`config.mk`:
```
export PLATFORM = sky130hd
export DESIGN_NAME = delimited_field_projector
export DESIGN_NICKNAME = d
export VERILOG_FILES = /design/src/dfp_pkg.sv /design/src/dfp_front.sv /design/src/dfp_queue.sv /design/src/dfp_back.sv /design/src/delimited_field_projector.sv
export VERILOG_INCLUDE_DIRS = /design/src /design/src/src
export SDC_FILE = /design/constraint.sdc
export NUM_CORES = 1
export LEC_CHECK = 0
export ABC_AREA = 1
export BUFFER_PORTS_ARGS = -buffer_cell sky130_fd_sc_hd__clkbuf_2
export CAP_MARGIN = 30
export CORE_ASPECT_RATIO = 0.9
export CORE_MARGIN = 3
export CORE_UTILIZATION = 50
export DETAILED_ROUTE_END_ITERATION = 16
export GPL_ROUTABILITY_DRIVEN = 0
export HOLD_SLACK_MARGIN = 0.05
export PLACE_DENSITY = 0.73
export SETUP_SLACK_MARGIN = 0.5
export SLEW_MARGIN = 20
export SYNTH_ARGS = -nofsm -noshare
export SYNTH_HDL_FRONTEND = slang
export SYNTH_HIERARCHICAL = 1
export SYNTH_SLANG_ARGS = --single-unit
```
`constraint.sdc`:
```
create_clock -name clk -period 6.65 [get_ports clk]
set_clock_uncertainty 0.15 [all_clocks]
set_input_delay 1.33 -clock clk [delete_from_list [all_inputs] [get_ports clk]]
set_output_delay 1.33 -clock clk [all_outputs]
set_load 0.02 [all_outputs]
```
`src/delimited_field_projector_defines.svh`:
```
// Assertion helpers for the self-checks of the top-level block.
`ifndef DELIMITED_FIELD_PROJECTOR_DEFINES_SVH
`define DELIMITED_FIELD_PROJECTOR_DEFINES_SVH

// Check a condition at every rising clock edge outside reset.
`define DFP_ASSERT_ALWAYS(lbl, cond, msg) \
	lbl: assert property (@(posedge clk) disable iff (!arst_n) (cond)) else $error(msg);

// Check that an antecedent implies a consequent in the same cycle.
`define DFP_ASSERT_IMPLY(lbl, ante, cons, msg) \
	lbl: assert property (@(posedge clk) disable iff (!arst_n) (ante) |-> (cons)) else $error(msg);

`endif

```
`src/dfp_pkg.sv`:
```
package dfp_pkg;

	localparam int DFP_MAX_COLUMNS  = 32;
	localparam int DFP_FIELD_BUFFER = 512;

	localparam logic [7:0] DELIM = 8'h7C;
	localparam logic [7:0] NUL   = 8'h00;

	// field counter width and saturation point
	localparam int CNT_W = 6;
	localparam logic [CNT_W-1:0] CNT_TOP = 6'd63;

	// queue between front and back
	localparam int QDEPTH = 4;
	localparam int QPTR_W = $clog2(QDEPTH);

	// configuration register indexes
	localparam logic [1:0] REG_MODE     = 2'd0;
	localparam logic [1:0] REG_COLUMNS  = 2'd1;
	localparam logic [1:0] REG_KEY      = 2'd2;
	localparam logic [1:0] REG_CAPACITY = 2'd3;

	// queue entry kinds
	localparam logic KIND_BYTE = 1'b0;
	localparam logic KIND_TERM = 1'b1;

	typedef struct packed {
		logic        mode;
		logic [5:0]  column_count;
		logic [4:0]  key_column;
		logic [15:0] capacity;
	} cfg_t;

	typedef struct packed {
		logic             kind;
		logic [7:0]       data;
		logic [CNT_W-1:0] col;
		logic [15:0]      em;
	} entry_t;

	typedef struct packed {
		logic   valid;
		entry_t entry;
	} push_t;

	typedef struct packed {
		logic full;
		logic empty;
	} qstat_t;

endpackage

```
`src/dfp_front.sv`:
```
module dfp_front import dfp_pkg::*; #(
	parameter int MAX_COLUMNS  = DFP_MAX_COLUMNS,
	parameter int FIELD_BUFFER = DFP_FIELD_BUFFER
) (
	input  logic       clk,
	input  logic       arst_n,
	input  cfg_t       cfg,
	input  logic       in_valid,
	output logic       in_ready,
	input  logic [7:0] char_byte,
	input  logic       end_of_record,
	input  logic [4:0] select_index,
	input  qstat_t     qstat,
	output push_t      push
);

	localparam int FbW = $clog2(FIELD_BUFFER);
	localparam logic [FbW-1:0] FbTop = FbW'(FIELD_BUFFER - 1);
	localparam logic [CNT_W-1:0] MaxCol = CNT_W'(MAX_COLUMNS);

	logic [CNT_W-1:0] fc_q, fc_d;
	logic [FbW-1:0]   fb_q, fb_d;
	logic [15:0]      em_q, em_d;
	logic             term_q, term_d;
	logic             first_q, first_d;
	logic [4:0]       sel_q, sel_d;

	logic [CNT_W-1:0] cols_use;
	logic [4:0]       sel_now;
	logic             proj, room, accept;

	assign in_ready = !qstat.full;
	assign accept   = in_valid && in_ready;
	assign cols_use = (cfg.column_count > MaxCol) ? MaxCol : cfg.column_count;
	assign sel_now  = first_q ? select_index : sel_q;
	assign proj     = (fc_q < cols_use) && (fc_q != {1'b0, cfg.key_column});
	assign room     = (cfg.capacity != 16'd0) && (em_q < cfg.capacity - 16'd1);

	always_comb begin
		fc_d = fc_q;
		fb_d = fb_q;
		em_d = em_q;
		term_d = term_q;
		first_d = first_q;
		sel_d = sel_q;
		push.valid = 1'b0;
		push.entry.kind = KIND_BYTE;
		push.entry.data = char_byte;
		push.entry.col = fc_q;
		push.entry.em = em_q;
		if (accept) begin
			first_d = 1'b0;
			sel_d = sel_now;
			priority if (end_of_record) begin
				push.valid = 1'b1;
				push.entry.kind = KIND_TERM;
				fc_d = '0;
				fb_d = '0;
				em_d = '0;
				term_d = 1'b0;
				first_d = 1'b1;
			end else if (term_q) begin
				// drop bytes after an early end
			end else if (char_byte == NUL) begin
				term_d = 1'b1;
			end else if (char_byte == DELIM) begin
				if (!cfg.mode && proj && room) begin
					push.valid = 1'b1;
					em_d = em_q + 16'd1;
				end
				fc_d = (fc_q != CNT_TOP) ? fc_q + 1'b1 : fc_q;
				fb_d = '0;
			end else if (!cfg.mode) begin
				if (proj && fb_q < FbTop) begin
					if (room) begin
						push.valid = 1'b1;
						em_d = em_q + 16'd1;
					end
					fb_d = fb_q + 1'b1;
				end
			end else if (fc_q == {1'b0, sel_now} && room) begin
				push.valid = 1'b1;
				em_d = em_q + 16'd1;
			end
		end
	end

	always_ff @(posedge clk or negedge arst_n) begin
		if (!arst_n) begin
			fc_q <= '0;
			fb_q <= '0;
			em_q <= '0;
			term_q <= 1'b0;
			first_q <= 1'b1;
			sel_q <= '0;
		end else begin
			fc_q <= fc_d;
			fb_q <= fb_d;
			em_q <= em_d;
			term_q <= term_d;
			first_q <= first_d;
			sel_q <= sel_d;
		end
	end

endmodule

```
`src/dfp_queue.sv`:
```
module dfp_queue import dfp_pkg::*; (
	input  logic   clk,
	input  logic   arst_n,
	input  push_t  push,
	input  logic   pop,
	output entry_t head,
	output qstat_t qstat
);

	entry_t            mem_q [QDEPTH];
	logic [QPTR_W-1:0] wr_q, rd_q;
	logic [QPTR_W:0]   cnt_q;

	assign head = mem_q[rd_q];
	assign qstat.full = (cnt_q == (QPTR_W+1)'(QDEPTH));
	assign qstat.empty = (cnt_q == '0);

	always_ff @(posedge clk) begin
		if (push.valid) begin
			mem_q[wr_q] <= push.entry;
		end
	end

	always_ff @(posedge clk or negedge arst_n) begin
		if (!arst_n) begin
			wr_q <= '0;
			rd_q <= '0;
			cnt_q <= '0;
		end else begin
			if (push.valid) begin
				wr_q <= wr_q + 1'b1;
			end
			if (pop) begin
				rd_q <= rd_q + 1'b1;
			end
			cnt_q <= cnt_q + (QPTR_W+1)'(push.valid) - (QPTR_W+1)'(pop);
		end
	end

endmodule

```
`src/dfp_back.sv`:
```
module dfp_back import dfp_pkg::*; #(
	parameter int MAX_COLUMNS = DFP_MAX_COLUMNS
) (
	input  logic        clk,
	input  logic        arst_n,
	input  cfg_t        cfg,
	input  entry_t      head,
	input  qstat_t      qstat,
	output logic        pop,
	output logic        m_tvalid,
	input  logic        m_tready,
	output logic [23:0] m_tdata,
	output logic        m_tuser,
	output logic        m_tlast
);

	localparam logic B_IDLE = 1'b0;
	localparam logic B_TERM = 1'b1;
	localparam logic [CNT_W-1:0] MaxCol = CNT_W'(MAX_COLUMNS);

	logic             st_q, st_d;
	logic [CNT_W-1:0] col_q, col_d;
	logic [15:0]      em_q, em_d;

	logic        out_valid_q;
	logic [7:0]  out_byte_q;
	logic        out_bv_q, out_last_q;
	logic [15:0] out_len_q;

	logic        can_load, load, ld_bv, ld_last;
	logic [7:0]  ld_byte;
	logic [15:0] ld_len;
	logic [CNT_W-1:0] cols_use;
	logic        room, emit_ok;

	assign can_load = !out_valid_q || m_tready;
	assign cols_use = (cfg.column_count > MaxCol) ? MaxCol : cfg.column_count;
	assign room     = (cfg.capacity != 16'd0) && (em_q < cfg.capacity - 16'd1);
	assign emit_ok  = (col_q != {1'b0, cfg.key_column}) && room;

	always_comb begin
		st_d = st_q;
		col_d = col_q;
		em_d = em_q;
		pop = 1'b0;
		load = 1'b0;
		ld_byte = head.data;
		ld_bv = 1'b1;
		ld_last = 1'b0;
		ld_len = '0;
		unique case (st_q)
			B_IDLE: begin
				if (!qstat.empty && can_load) begin
					pop = 1'b1;
					if (head.kind == KIND_BYTE) begin
						load = 1'b1;
					end else begin
						st_d = B_TERM;
						col_d = head.col;
						em_d = head.em;
					end
				end
			end
			B_TERM: begin
				if (!cfg.mode && col_q < cols_use) begin
					if (!emit_ok) begin
						col_d = col_q + 1'b1;
					end else if (can_load) begin
						load = 1'b1;
						ld_byte = DELIM;
						em_d = em_q + 16'd1;
						col_d = col_q + 1'b1;
					end
				end else if (can_load) begin
					load = 1'b1;
					ld_byte = NUL;
					ld_bv = 1'b0;
					ld_last = 1'b1;
					ld_len = em_q;
					st_d = B_IDLE;
				end
			end
			default: st_d = B_IDLE;
		endcase
	end

	always_ff @(posedge clk or negedge arst_n) begin
		if (!arst_n) begin
			st_q <= B_IDLE;
			col_q <= '0;
			em_q <= '0;
			out_valid_q <= 1'b0;
		end else begin
			st_q <= st_d;
			col_q <= col_d;
			em_q <= em_d;
			if (load) begin
				out_valid_q <= 1'b1;
			end else if (m_tready) begin
				out_valid_q <= 1'b0;
			end
		end
	end

	always_ff @(posedge clk) begin
		if (load) begin
			out_byte_q <= ld_byte;
			out_bv_q <= ld_bv;
			out_last_q <= ld_last;
			out_len_q <= ld_len;
		end
	end

	assign m_tvalid = out_valid_q;
	assign m_tdata  = {out_len_q, out_byte_q};
	assign m_tuser  = out_bv_q;
	assign m_tlast  = out_last_q;

endmodule

```
`src/delimited_field_projector.sv`:
```
// Channel | Dir | Contents
// --------+-----+----------------------------------------------------------------
// s_*     | in  | tdata char_byte, tlast end_of_record, tuser select_index
// m_*     | out | tdata out_byte/out_length, tuser byte_valid, tlast final marker
// cfg_*   | in  | register writes: mode, column_count, key_column, capacity
//
// Cycles: one record byte per cycle while the four-entry queue has room;
// each byte yields at most one result. On a terminator the back end leaves
// the queue, then in mode 0 pads the remaining columns up to the column
// count, then sends the marker. Reset clears record state and sets the
// register defaults. A stalled m_tready holds the output register; the
// queue absorbs up to four entries before s_tready drops.
`include "delimited_field_projector_defines.svh"

module delimited_field_projector import dfp_pkg::*; #(
	parameter int MAX_COLUMNS  = DFP_MAX_COLUMNS,
	parameter int FIELD_BUFFER = DFP_FIELD_BUFFER
) (
	input  logic        clk,
	input  logic        arst_n,
	input  logic        s_tvalid,
	output logic        s_tready,
	input  logic [7:0]  s_tdata,   // [7:0] char_byte
	input  logic        s_tlast,
	input  logic [4:0]  s_tuser,   // [4:0] select_index
	output logic        m_tvalid,
	input  logic        m_tready,
	output logic [23:0] m_tdata,   // [7:0] out_byte, [23:8] out_length
	output logic        m_tuser,   // [0] byte_valid
	output logic        m_tlast,
	input  logic        cfg_wr_en,
	input  logic [1:0]  cfg_index,
	input  logic [15:0] cfg_data
);

	cfg_t   cfg_q;
	push_t  push;
	entry_t head;
	qstat_t qstat;
	logic   pop;

	// Register file: the user must write it only between records; the block does not enforce this.
	always_ff @(posedge clk or negedge arst_n) begin
		if (!arst_n) begin
			cfg_q.mode <= 1'b0;
			cfg_q.column_count <= 6'd1;
			cfg_q.key_column <= 5'd0;
			cfg_q.capacity <= 16'd512;
		end else if (cfg_wr_en) begin
			unique case (cfg_index)
				REG_MODE:     cfg_q.mode <= cfg_data[0];
				REG_COLUMNS:  cfg_q.column_count <= cfg_data[5:0];
				REG_KEY:      cfg_q.key_column <= cfg_data[4:0];
				REG_CAPACITY: cfg_q.capacity <= cfg_data;
				default: ;
			endcase
		end
	end

	// Front: classify each byte, track field position and byte budget.
	dfp_front #(
		.MAX_COLUMNS(MAX_COLUMNS),
		.FIELD_BUFFER(FIELD_BUFFER)
	) u_front (
		.clk(clk),
		.arst_n(arst_n),
		.cfg(cfg_q),
		.in_valid(s_tvalid),
		.in_ready(s_tready),
		.char_byte(s_tdata),
		.end_of_record(s_tlast),
		.select_index(s_tuser),
		.qstat(qstat),
		.push(push)
	);

	// Queue: decouple front and back so each stalls on its own.
	dfp_queue u_queue (
		.clk(clk),
		.arst_n(arst_n),
		.push(push),
		.pop(pop),
		.head(head),
		.qstat(qstat)
	);

	// Back: emit bytes, pad missing columns on a terminator in mode 0, close with marker.
	dfp_back #(
		.MAX_COLUMNS(MAX_COLUMNS)
	) u_back (
		.clk(clk),
		.arst_n(arst_n),
		.cfg(cfg_q),
		.head(head),
		.qstat(qstat),
		.pop(pop),
		.m_tvalid(m_tvalid),
		.m_tready(m_tready),
		.m_tdata(m_tdata),
		.m_tuser(m_tuser),
		.m_tlast(m_tlast)
	);

	// Byte results never carry a length and never close the record.
	`DFP_ASSERT_IMPLY(a_byte_no_len, m_tvalid && m_tuser, (m_tdata[23:8] == 16'd0) && !m_tlast, "byte result carries length or last")
	// The front never pushes into a full queue.
	`DFP_ASSERT_ALWAYS(a_no_overflow, !(push.valid && qstat.full), "push into full queue")
	// The budget is capacity minus one, so a length never reaches all ones.
	`DFP_ASSERT_IMPLY(a_len_bound, m_tvalid && m_tlast, m_tdata[23:8] != 16'hFFFF, "marker length out of range")

endmodule
```
Word level (Yosys, flattened, before mapping). Memories as Yosys holds them, arrays and structs flattened. Cells that the tools add are included.

Add/subtract/negate cells: 10. Magnitude comparators: 6. Equality and inequality tests: 20. Mux-type cells: 70. Bitwise operators: 2. Reductions and logical operators: 37.

Operator list (count): $mux 16 (14); $mux 6 (11); $mux 9 (6); $mux 8 (5); $add 16x1->16 const B (2); $lt 16x16->1 (2); $pmux 16 s2 (1); $mux 1 (28); $reduce_bool 16->1 (1); $sub 16x1->16 const B (1); $reduce_and 5->1 (3); $add 6x1->6 const B (2); $lt 6x6->1 (2); $ne 6x5->1 (2); $pmux 6 s2 (1); $logic_and 1x1->1 (11); $ne 2x2->1 const B (5); $add 9x1->9 const B (1); $lt 9x9->1 const B (1); $eq 8x7->1 const B (1); $logic_not 8->1 (1); $reduce_and 2->1 (4); $reduce_bool 4->1 (2); $reduce_and 7->1 (1); 26 further kinds (37).

Flip-flop bits (word level): 123. RAM bits: 124. Input bits: 37. Output and inout port bits: 28. Logic and storage cells: 167. Memories: 1.

Memory list: u_queue.mem_q (words 4, bits a word 31, read ports 1, clocked after Yosys merged registers in 0, write ports 1, line dfp_queue.sv:10) `entry_t mem_q [QDEPTH];`.

Depth between registers and ports, before layout.
Depth in word-level cells: 14. Depth in mapped cells: 26.

By module. Netlist, hierarchy kept.

Modules (own cells, without submodules): dfp_queue (instances 1, cells an instance 532, area each 5622.9 sq um, sequential area each 3898.7 sq um); dfp_back (instances 1, cells an instance 453, area each 3540.9 sq um, sequential area each 1381.3 sq um); dfp_front (instances 1, cells an instance 503, area each 3328.2 sq um, sequential area each 952.2 sq um); delimited_field_projector (instances 1, cells an instance 129, area each 1187.4 sq um, sequential area each 703.2 sq um).

Least setup slack after synthesis. No wires, ideal clock.

Kind: reg2reg. From: register cfg_q[2] (netlist name). To: memory u_queue/mem_q[0][0] (netlist name), enable pin. Library setup time: 0.386 ns. Arrival: 3.610 ns. Data required time: 6.114 ns. Slack: 2.504 ns. Stages on the path, launching flop included: 22. Buffers on the path: 2. Clock period less this slack: 4.146 ns. Cells stage by stage: dfrtp_1 > nor2_1 > nand2_1 > nor3_1 > nand3_1 > nor2_1 > nand2_1 > xor2_1 > ha_1 > a21oi_1 > nand2_1 > a21oi_1 > nand2_1 > inv_1 > nand3_2 > nand2_1 > nand3_4 > buf_6 > inv_1 > clkbuf_1 > nand2_1 > inv_1.

RTL lines: start: declaration (line delimited_field_projector.sv:36) `cfg_t cfg_q;`; end: declaration (line dfp_queue.sv:10).

==> results.toml <==
[flow_run]
drv_cap = 0

[cts]
hold_buffers = 0
post_cts_buffers = 0
clk_path_buf_depth = 3
cts_tree = "yes"
path_clk_slew_ns = 0.06
cts_buffers = 26
clockRootBuffer = "clkbuf_16"
cts_sinks = 247
insertion_delay_ns = 0.53
cts.htree.levels = 1
postCtsResizedCells = 0

[synth]
synth-edff-count = 150
synth-seq-area-share_pct = 50.70
async_reset_ff_share_pct = 39.27
synthCells = 1617
ys_warn_count = 6
synth_fp_nets = 1708
postSynthAreaPerCell_sq_um = 8.460
syn-cell-area_sq_um = 13680
synth_seq_cells = 247
synth_cell_types = 47
synth-main-ff-cell = "edfxtp_1"

[floorplanning]
dieArea_sq_um = 29380
core_area_sq_um = 26490
initial_core_util_pct = 51.65
num_rows = 56
io_pins = 65
die_height_um = 162.9
fp.dieW_um = 180.4

[grt]
grt_max_degree = 65
antenna_found_initial = 0
grtUsageTotal_pct = 21.78
grt_pass1_wl_um = 52310
grt_overflow = 0
grt_pass1_vias = 10190

[sta]
holdWs_ns = 0.3457
max_freq_mhz = 215.8
period_share_pct = 69.69
worst_pin_slew_ns = 0.8839
setup_viol = 0
relSlewSlack_pct = 40.93
rsz0062_at_grt = "false"
final-hold-violation-count = 0
min_period_ns = 4.634
drv_slew = 0
tns_ns = 0

[setup_path]
critPathMaxFanout = 17
cp-start-kind = "flip-flop"
crit_arrival_ns = 4.71
crit_path_end_kind = "flip-flop"
critPathKind = "reg2reg"
critPathRequiredTime_ns = 6.72

[placement]
dp_hpwl_um = 21710
io_buffer_count = 64
place_inst = 1986

[layout]
final_core_util_pct = 56.72
diodes = 0
drive_gt1_share_pct = 10.03
instances_no_fill = 2033
area_growth_pct = 9.814
nNetsFinal = 1757

[detailed_routing]
via_count = 10750
wirelength_um = 31930
avgViaCountPerCell = 5.288
wire_per_inst_um = 15.71
drc = 0
drtIter0Drc = 1043
postRouteAntennaNets = 0
first_pass_iters = 5

[outcome]
status = "complete, no violations"

[power_and_ir_drop]
power_density_nw_per_um2 = 427.1
leakage_nw = 7.260
ir_worst_vdd_mv = 0.2271

[hold_path]
hold_path.class = "reg2reg"
Yosys cell counts (2+ instances only):
| library cell | n | area share, % |
|---|---|---|
| nor2_2 | 4 | 0.18 |
| a31oi_1 | 7 | 0.32 |
| nand2_2 | 17 | 0.78 |
| buf_2 | 19 | 0.70 |
| inv_2 | 7 | 0.19 |
| nor4_1 | 5 | 0.23 |
| ha_1 | 53 | 4.8 |
| nand2_1 | 487 | 13 |
| nand3_1 | 148 | 5.4 |
| o31ai_1 | 3 | 0.16 |
| xor2_1 | 35 | 2.2 |
| or2_2 | 4 | 0.18 |
| a21oi_1 | 33 | 1.2 |
| xnor2_1 | 15 | 0.96 |
| buf_6 | 5 | 0.41 |
| nor3_2 | 2 | 0.15 |
| nor3_1 | 26 | 0.95 |
| o21ai_0 | 29 | 1.1 |
| dfrtp_1 | 94 | 17 |
| edfxtp_1 | 150 | 33 |
| dfstp_2 | 3 | 0.58 |
| nand2_4 | 2 | 0.16 |
| o22ai_1 | 2 | 0.091 |
| o21ai_1 | 8 | 0.29 |
| nand3_2 | 6 | 0.44 |
| nor2_1 | 110 | 3.0 |
| inv_1 | 248 | 6.8 |
| buf_4 | 21 | 1.2 |
| nand4_1 | 48 | 2.2 |
| clkbuf_1 | 9 | 0.25 |
sequential cells by signal, indices dropped and copies added (netlist names), 2 cells and up:
name / flops
u_front/sel_q: 5
u_queue/mem_q: 124
cfg_q: 28
u_back/out_len_q: 16
u_queue/rd_q: 2
u_front/fc_q: 6
u_back/em_q: 16
u_front/em_q: 16
u_back/out_byte_q: 8
u_back/col_q: 6
u_front/fb_q: 9
u_queue/wr_q: 2
u_queue/cnt_q: 3
cell type report:
class | instances | area (sq um)
Multi-Input combinational cell | 1058 | 5415
Fill cell | 2368 | 11460
Timing Repair Buffer | 77 | 440.4
Clock inverter | 11 | 115.1
Tap cell | 348 | 435.4
Sequential cell | 247 | 6937
Clock buffer | 36 | 718.2
Inverter | 256 | 960.9
per-layer routing:
layer | global-route usage, % | routed length [um] | up-vias
met1 | 31.92 | 14670 | 5038
met4 | 5.964 | 742 | 0
li1 | - | - | 5301
met5 | 0 | 0 | -
met3 | 3.171 | 2256 | 54
met2 | 34.22 | 14260 | 358
worst max-delay path, cell delays in order, from the launching register on:
cell,delay (ns)
dfrtp_1,0.46
nor2_1,0.13
nand2_1,0.08
nor3_1,0.30
nand3_1,0.21
nor2_1,0.21
nand2_1,0.11
xor2_1,0.15
ha_1,0.32
a21oi_1,0.15
nand2_1,0.07
a21oi_1,0.11
nand2_1,0.09
inv_1,0.11
nand3_2,0.10
nand2_4,0.19
nand3_4,0.22
inv_1,0.25
nand2_1,0.08
inv_1,0.39
buf_16,0.22
buf_4,0.20
where the power goes:
group | switching [W] | internal (W)
combinational | 0.00176 | 0.000794
clock | 0.000586 | 0.000830
sequential | 0.000328 | 0.00212
cells in the final DEF, fill, tap and decap left out, drive strengths merged:
cell type    n
a21oi       35
a31oi        7
and2         1
buf         14
bufinv       2
clkbuf      99
clkinv       9
clkinvlp     1
dfrtp       94
dfstp        3
edfxtp     150
fa           1
ha          53
inv        255
nand2      507
nand3      155
nand4       49
nor2       116
nor3        28
nor4         6
o211ai       1
o21a         1
o21ai       37
o22ai        2
o311ai       1
o31ai        3
o41ai        1
or2          4
xnor2       15
xor2        35
worst paths after layout:
path                       cells after the start                             end  slack (ns)             startpoint
setup / recovery                              21  u_queue/mem_q[3][11]$_DFFE_PP_        2.02   cfg_q[2]$_DFFE_PN0P_
hold / removal                                 2           cfg_q[21]$_DFFE_PN1P_        0.35  cfg_q[21]$_DFFE_PN1P_
setup reg to reg                              21  u_queue/mem_q[3][11]$_DFFE_PP_        2.02   cfg_q[2]$_DFFE_PN0P_
hold reg to reg                                2           cfg_q[21]$_DFFE_PN1P_        0.35  cfg_q[21]$_DFFE_PN1P_
max in group asynchronous                      2     u_queue/rd_q[0]$_DFFE_PN0P_        4.48                 arst_n
min in group asynchronous                      1    u_front/em_q[12]$_DFFE_PN0P_        0.64                 arst_n
per-stage QoR:
step / area [sq um] / setup slack [ns] / power (W)
finish: 15020 / 2.016 / 0.006416
global route: 15020 / 1.637 / 0.006896
CTS: 15020 / 2.082 / 0.006438
detailed placement: 14190 / 2.059 / 0.005004
global placement: 14160 / 1.874 / 0.004909
floorplan: 13680 / 2.504 / 0.004319
cells by family (layout without fill, tap and decap cells):
kind of cell             count (synthesis)  after routing  share of synthesized area (%)
AO/OA/AOI/OAI                           88             88                          3.595
XOR/XNOR                                50             50                          3.201
buffers and inverters                  312            380                          9.714
adder cells (fa/ha/maj)                 54             54                          4.994
AND/OR/NAND/NOR                        866            866                          27.80
flip-flops                             247            247                          50.70
(Power assumes the default switching activity.)
